===== src/rtl/gwm_pkg.sv =====
`timescale 1ns / 1ps
`default_nettype none
// ----------------------------------------------------------------------------
// gwm_pkg
// shared types and constants of the glob wildcard matcher
// ----------------------------------------------------------------------------
package gwm_pkg;

	// wildcard bytes in the pattern
	localparam logic [7:0] STAR_BYTE     = 8'd42;
	localparam logic [7:0] QUESTION_BYTE = 8'd63;

	typedef enum logic [1:0] {
		CMD_CLEAR  = 2'd0,
		CMD_APPEND = 2'd1,
		CMD_BEGIN  = 2'd2,
		CMD_TEXT   = 2'd3
	} cmd_t;

	// one input item
	typedef struct packed {
		cmd_t       command;
		logic [7:0] byte_value;
	} cmd_item_t;

	// one result item
	typedef struct packed {
		logic matched;
		logic pattern_full;
	} res_item_t;

	// what travels from one cell to the next with each item
	typedef struct packed {
		logic       vld;
		cmd_t       cmd;
		logic [7:0] data;
		logic       placed;   // append byte already taken by an earlier cell
		logic       row_new;  // row bit of the previous position after this item
		logic       row_old;  // row bit of the previous position before this item
		logic       match;    // row bit at the last used position so far
	} flow_t;

endpackage : gwm_pkg
`default_nettype wire


===== src/rtl/glob_wildcard_matcher.sv =====
`timescale 1ns / 1ps
`default_nettype none
// ----------------------------------------------------------------------------
// glob_wildcard_matcher
// streaming glob matcher for '*' and '?' built as a systolic row of cells
// ----------------------------------------------------------------------------
// The matcher takes one item per clock cycle while cmd_stall is low, and it
// returns one result item per item, in order. Each item walks a chain of a
// head stage and PATTERN_MAX cells, each ending in a register, and passes
// through the whole chain whatever pattern is loaded. Cell j holds pattern
// byte j-1 and row bit j; an item reaching cell j brings the new and old row
// bit of position j-1 from its neighbor, so every cell does one step of the
// recurrence per cycle while the chain advances, and the items are skewed by
// one register per position. A stalled result freezes the whole chain; the
// input side is stalled exactly while the result register holds an item that
// the receiver stalls. Appending to a full pattern drops the byte and flags
// pattern_full on that item's result.
// ----------------------------------------------------------------------------
module glob_wildcard_matcher
	import gwm_pkg::*;
#(
	parameter int PATTERN_MAX = 32
)
(
	input  wire logic      clk,
	input  wire logic      arst_n,
	input  wire logic      cmd_valid,
	output logic           cmd_stall,
	input  wire cmd_item_t cmd_item,
	output logic           res_valid,
	input  wire logic      res_stall,
	output res_item_t      res_item
);

	// chain links: link 0 leaves the head, link PATTERN_MAX is the result register
	flow_t                  chain [PATTERN_MAX+1];
	logic [PATTERN_MAX-1:0] used_vec;
	logic [PATTERN_MAX-1:0] hit_vec;
	logic                   adv;
	flow_t                  last;

	// whole chain moves unless the finished item is held at the output
	assign adv       = !(res_valid && res_stall);
	assign cmd_stall = !adv;

	gwm_head u_head (
		.clk    (clk),
		.arst_n (arst_n),
		.adv    (adv),
		.valid  (cmd_valid),
		.item   (cmd_item),
		.dst    (chain[0])
	);

	// one cell per pattern position
	for (genvar k = 0; k < PATTERN_MAX; k++) begin : g_cell
		gwm_cell u_cell (
			.clk    (clk),
			.arst_n (arst_n),
			.adv    (adv),
			.src    (chain[k]),
			.dst    (chain[k+1]),
			.used   (used_vec[k]),
			.hit    (hit_vec[k])
		);
	end

	assign last = chain[PATTERN_MAX];

	// result: the match bit carried from the last used position, and the
	// full flag when no cell took the appended byte
	assign res_valid             = last.vld;
	assign res_item.matched      = last.match;
	assign res_item.pattern_full = (last.cmd == CMD_APPEND) && !last.placed;

`ifndef SYNTHESIS
	// a held result stays put until the receiver takes it
	a_hold_stable: assert property (@(posedge clk) disable iff (!arst_n)
		(res_valid && res_stall) |=> (res_valid && $stable(res_item)))
		else $error("held result item changed");

	// row bits beyond the pattern stay clear
	a_row_bounded: assert property (@(posedge clk) disable iff (!arst_n)
		(hit_vec & ~used_vec) == '0)
		else $error("row bit set outside the loaded pattern");

	// a clear leaves an empty pattern, which the empty text matches
	a_clear_matches: assert property (@(posedge clk) disable iff (!arst_n)
		(res_valid && last.cmd == CMD_CLEAR) |-> res_item.matched)
		else $error("clear item did not report a match");

	// a dropped append can only happen with every position in use at that time
	a_full_when_all_used: assert property (@(posedge clk) disable iff (!arst_n)
		(adv && chain[PATTERN_MAX-1].vld && chain[PATTERN_MAX-1].cmd == CMD_APPEND
			&& !chain[PATTERN_MAX-1].placed && !used_vec[PATTERN_MAX-1])
		|=> (res_valid && !res_item.pattern_full))
		else $error("append reported full while a position was free");
`endif

endmodule : glob_wildcard_matcher
`default_nettype wire


===== src/rtl/gwm_head.sv =====
`timescale 1ns / 1ps
`default_nettype none
// ----------------------------------------------------------------------------
// gwm_head
// entry stage: holds row bit zero and launches each item into the cell chain
// ----------------------------------------------------------------------------
module gwm_head
	import gwm_pkg::*;
(
	input  wire logic      clk,
	input  wire logic      arst_n,
	input  wire logic      adv,
	input  wire logic      valid,
	input  wire cmd_item_t item,
	output flow_t          dst
);

	logic  bit0_q;
	logic  bit0_d;
	flow_t flow_d;
	flow_t flow_s1;

	always_comb begin
		// a text byte clears bit zero, every other command sets it
		bit0_d         = (item.command != CMD_TEXT);
		flow_d.vld     = valid;
		flow_d.cmd     = item.command;
		flow_d.data    = item.byte_value;
		flow_d.placed  = 1'b0;
		flow_d.row_new = bit0_d;
		flow_d.row_old = bit0_q;
		flow_d.match   = bit0_d;
	end

	always_ff @(posedge clk or negedge arst_n) begin
		if (!arst_n) begin
			bit0_q  <= 1'b1;
			flow_s1 <= '0;
		end else if (adv) begin
			flow_s1 <= flow_d;
			if (valid) begin
				bit0_q <= bit0_d;
			end
		end
	end

	assign dst = flow_s1;

endmodule : gwm_head
`default_nettype wire


===== src/rtl/gwm_cell.sv =====
`timescale 1ns / 1ps
`default_nettype none
// ----------------------------------------------------------------------------
// gwm_cell
// one pattern position: its byte, its in-use flag and its row bit
// ----------------------------------------------------------------------------
module gwm_cell
	import gwm_pkg::*;
(
	input  wire logic  clk,
	input  wire logic  arst_n,
	input  wire logic  adv,
	input  wire flow_t src,
	output flow_t      dst,
	output logic       used,
	output logic       hit
);

	logic       used_q;
	logic       used_d;
	logic       bit_q;
	logic       bit_d;
	logic [7:0] pat_q;
	logic [7:0] pat_d;
	logic       placed_d;
	logic       star;
	logic       lit_hit;
	flow_t      flow_d;
	flow_t      flow_s1;

	// pattern store update: clear drops the position, append takes the first free one
	always_comb begin
		used_d   = used_q;
		pat_d    = pat_q;
		placed_d = src.placed;
		if (src.cmd == CMD_CLEAR) begin
			used_d = 1'b0;
		end
		if (src.cmd == CMD_APPEND && !used_q && !src.placed) begin
			used_d   = 1'b1;
			pat_d    = src.data;
			placed_d = 1'b1;
		end
	end

	assign star    = (pat_d == STAR_BYTE);
	assign lit_hit = (pat_d == QUESTION_BYTE) || (pat_d == src.data);

	// glob recurrence; non-text commands rebuild the empty-text row
	always_comb begin
		if (src.cmd == CMD_TEXT) begin
			bit_d = used_d && (star ? (src.row_new || bit_q) : (lit_hit && src.row_old));
		end else begin
			bit_d = used_d && star && src.row_new;
		end
	end

	always_comb begin
		flow_d         = src;
		flow_d.placed  = placed_d;
		flow_d.row_new = bit_d;
		flow_d.row_old = bit_q;
		flow_d.match   = used_d ? bit_d : src.match;
	end

	always_ff @(posedge clk or negedge arst_n) begin
		if (!arst_n) begin
			used_q  <= 1'b0;
			bit_q   <= 1'b0;
			flow_s1 <= '0;
		end else if (adv) begin
			flow_s1 <= flow_d;
			if (src.vld) begin
				used_q <= used_d;
				bit_q  <= bit_d;
			end
		end
	end

	always_ff @(posedge clk) begin
		if (adv && src.vld) begin
			pat_q <= pat_d;
		end
	end

	assign dst  = flow_s1;
	assign used = used_q;
	assign hit  = bit_q;

endmodule : gwm_cell
`default_nettype wire

===== config.mk =====
export PLATFORM = sky130hd
export DESIGN_NAME = glob_wildcard_matcher
export DESIGN_NICKNAME = d
export VERILOG_FILES = /design/src/rtl/gwm_pkg.sv /design/src/rtl/glob_wildcard_matcher.sv /design/src/rtl/gwm_head.sv /design/src/rtl/gwm_cell.sv
export SDC_FILE = /design/constraint.sdc
export NUM_CORES = 2
export LEC_CHECK = 0
export CORE_ASPECT_RATIO = 0.9
export CORE_MARGIN = 5
export CORE_UTILIZATION = 45
export CTS_CLUSTER_DIAMETER = 200
export CTS_CLUSTER_SIZE = 16
export DETAILED_ROUTE_END_ITERATION = 12
export DONT_BUFFER_PORTS = 1
export PLACE_DENSITY = 0.58
export SLEW_MARGIN = 10
export SYNTH_ARGS = -nofsm -noshare
export SYNTH_HDL_FRONTEND = slang
export SYNTH_SLANG_ARGS = --single-unit

===== constraint.sdc =====
create_clock -name clk -period 2.8 [get_ports clk]
set_input_delay 0.7 -clock clk [delete_from_list [all_inputs] [get_ports clk]]
set_output_delay 0.7 -clock clk [all_outputs]
set_load 0.01 [all_outputs]

==> summary.txt <==
Timing
  • RSZ-0062 raised after global routing: false
  • Final TNS setup: 0 ns
  • Maximum clock rate: 408.3 MHz
  • Endpoints failing hold: 95
  • Finish-stage setup viols: 0
  • Hold_ws: -0.1554 ns
  • Slew HR: -34.04%
  • Period Utilization, post-route: 87.47%
  • Final Max Tran Viols: 294
  • Setup Skew: roughly 0.019 ns
  • Min cycle time layout: 2.449 ns
  • Worst slew pin tran: a little over 2 ns

Worst setup path
  • WP data required: 2.10 ns
  • Critical path arrival: 1.75 ns
  • Crit Path Class: reg -> out
  • Crit start category: flop
  • CP endpoint kind: primary output
  • CP Max Fanout: 49

Yosys
  • Mapped Cells: 3908
  • Yosys cell types: 57
  • Post-synthesis sequential area ratio: 55.91%
  • Syn Std Cell Area: 38280 um^2
  • Avg Inst Size Synth: 9.794 um^2
  • Synth warn: 0
  • Syn_nets: 3922
  • Post-synth ARST share: about 68%
  • Yosys reg bits: ~800
  • Ys flop type: dfrtp_1
  • EDFF count, synth: ~260

Global routing
  • Largest net degree at the start of global routing: 549
  • First-pass GRT wire length: about 140000 um
  • Grt ovf: 0
  • Number of global-route vias before repair: 26370
  • Global Route Usage Sum: 17.39%
  • Initial antenna violation count: 0

Placement
  • DP HPWL: 52970 um
  • PortBufs: 0
  • Global placer's final weighted congestion: 0.7788

Cells and area
  • Filler cell count: 8044
  • FF/Latch Area: approximately 21000 um^2
  • NumNets Final: 3886
  • Area grow syn2layout: 8.009%
  • Footprint of the multi-input gates: 15800 um^2
  • # diodes: 0
  • Fraction of layout cells with a size suffix above 1: 10.03%

Floorplan
  • Initial cell density of the core: about 45%
  • Core area: 84420 um^2
  • Die X: between 300 and 400 um
  • I/O pins: 18
  • Die H: ~290 um
  • Die ar.: 91000 um^2
  • Cell row count: 101

CTS
  • Skew-Pair Late Insertion Delay: 0.63 ns
  • Total CTS buffers: 56
  • Root Driver: clkbuf_16
  • Clock-pin transition on the worst setup and hold timing paths: ~0.07 ns
  • CTS tree: yes
  • H-tree depth: 2
  • Clk buf depth: 3
  • Setup Buffers After CTS: 0
  • CTS sink count: 804
  • Gates resized, CTS repair: 0

Outcome
  • Outcome: finished, violations left
  • Failing checks: negative hold slack, max-slew violations

Route
  • Routed wire length per instance: roughly 16 um
  • Met2 routed WL: 35050 um
  • Final WL: 80210 um
  • Vias: 27050
  • DRC: 0
  • Vias per cell: 5.355
  • Drt initial violations: 2074
  • Number of routed nets with antenna violations: 0
  • WL met3: 2443 um
  • Top Layer Used: met4
  • M1 WL: 41670 um
  • First drt pass iteration count: 6

Worst hold path
  • Hold Path Class: in -> async

Power and ir drop
  • PnR Total Power: 41.56 mW
  • Worst vdd ir: 0.0006414 V
  • PwrDens: 1005 nW/um^2
  • P_leak: 17.65 nW

Run
  • Max_cap viols: 0
## sequential cells by signal, summed over array words and instances, names as in the netlist
| register | count |
|---|---|
| g_cell.u_cell.dst | 470 |
| g_cell.u_cell.pat_q | 256 |
| g_cell.u_cell.hit | 32 |
| g_cell.u_cell.used | 32 |
| u_head.dst | 13 |
| u_head.bit0_q | 1 |
## power breakdown
group	total (mW)	switching [mW]	internal (mW)
registers	22.0	5.09	16.9
clock network	7.92	4.08	3.84
logic	11.7	6.44	5.23
## cell families (layout without fill, tap and decap cells)
logic type      Yosys count  after routing  synth area share [%]
xor+xnor                174            174                 3.981
simple gates           1824           1824                 20.57
compound gates          588            588                 9.617
mux                     240            240                 7.044
buf+inv                 278            288                 2.873
flops                   804            804                 55.91
## Yosys cell counts (all sizes together) (12+ instances only)
| cell type | number | area share, % |
|---|---|---|
| nand2 | 1230 | 12 |
| dfrtp | 547 | 36 |
| edfxtp | 256 | 20 |
| o21ai | 253 | 3.3 |
| mux2 | 235 | 6.9 |
| nor2 | 189 | 1.9 |
| xor2 | 163 | 3.7 |
| clkbuf | 121 | 1.2 |
| inv | 118 | 1.2 |
| a21oi | 95 | 1.2 |
| nor3 | 90 | 1.2 |
| nand3 | 74 | 0.97 |
| o22ai | 49 | 0.80 |
| nor3b | 41 | 0.80 |
| or3 | 40 | 0.65 |
| buf | 39 | 0.53 |
| nor4 | 38 | 0.62 |
| nand4 | 37 | 0.60 |
| a31oi | 35 | 0.57 |
| a222oi | 27 | 0.71 |
| nand4b | 23 | 0.53 |
| nor2b | 22 | 0.36 |
| o311ai | 20 | 0.46 |
| o211ai | 16 | 0.31 |
| and3 | 15 | 0.25 |
| o221ai | 13 | 0.30 |
| nand2b | 12 | 0.20 |
| nor4b | 12 | 0.47 |
## cells in the final DEF, fill, tap and decap left out, drive strengths merged, types with 40 or more instances in the layout
cell type / synthesis / final
nand2: 1230 / 1230
dfrtp: 547 / 547
edfxtp: 256 / 256
o21ai: 253 / 253
mux2: 235 / 235
nor2: 189 / 189
xor2: 163 / 163
inv: 118 / 120
clkbuf: 121 / 101
a21oi: 95 / 95
nor3: 90 / 90
nand3: 74 / 74
buf: 39 / 66
o22ai: 49 / 49
nor3b: 41 / 41
or3: 40 / 40
## worst paths after layout
| check | startpoint | endpoint | slack (ns) | cells after the start |
|---|---|---|---|---|
| setup / recovery | g_cell[31].u_cell.dst[14] | cmd_stall | 0.35 | 2 |
| hold / removal | arst_n | g_cell[6].u_cell.dst[5] | -0.16 | 0 |
| setup reg to reg | g_cell[8].u_cell.dst[13] | g_cell[9].u_cell.hit | 0.57 | 6 |
| hold reg to reg | g_cell[7].u_cell.dst[1] | g_cell[7].u_cell.dst[1] | 0.46 | 2 |
| max in group asynchronous | arst_n | g_cell[16].u_cell.dst[7] | 1.44 | 0 |
| min in group clk | cmd_item[9] | u_head.dst[2] | 0.15 | 1 |
## worst max-delay path, stage by stage (launching register included)
cell and delay [ns]:
dfrtp_1 0.44, nand2_4 0.22, inv_8 0.38
## routing by layer
layer	GRT usage, %	vias to the layer above
met5	0	-
met1	26.81	13110
li1	-	13520
met4	3.167	0
met3	2.003	72
met2	26.94	344
## layout make-up
cell class              count  share of cell area [%]
repair buffers             66                   1.562
inverters                 118                   1.090
well taps                1133                   3.429
clock buffers             101                   3.850
clock inverters             3                 0.08171
flip-flops and latches    804                   51.77
multi-input cells        2826                   38.22
## per-stage QoR
stage,cell area (um^2),cells,hold WS [ns],utilization (%),setup slack (ns)
final,41340,5051,-0.1554,48.97,0.3510
after global routing,41340,5051,-0.2058,48.97,0.2607
after CTS,41340,5051,-0.2364,48.97,0.2900
after detailed placement,39720,4947,0.4512,47.05,0.5950
after global placement,39720,4947,0.4487,47.05,0.5505
after floorplan,38280,3908,0.4044,-,0.3303
(Power assumes the default switching activity.)
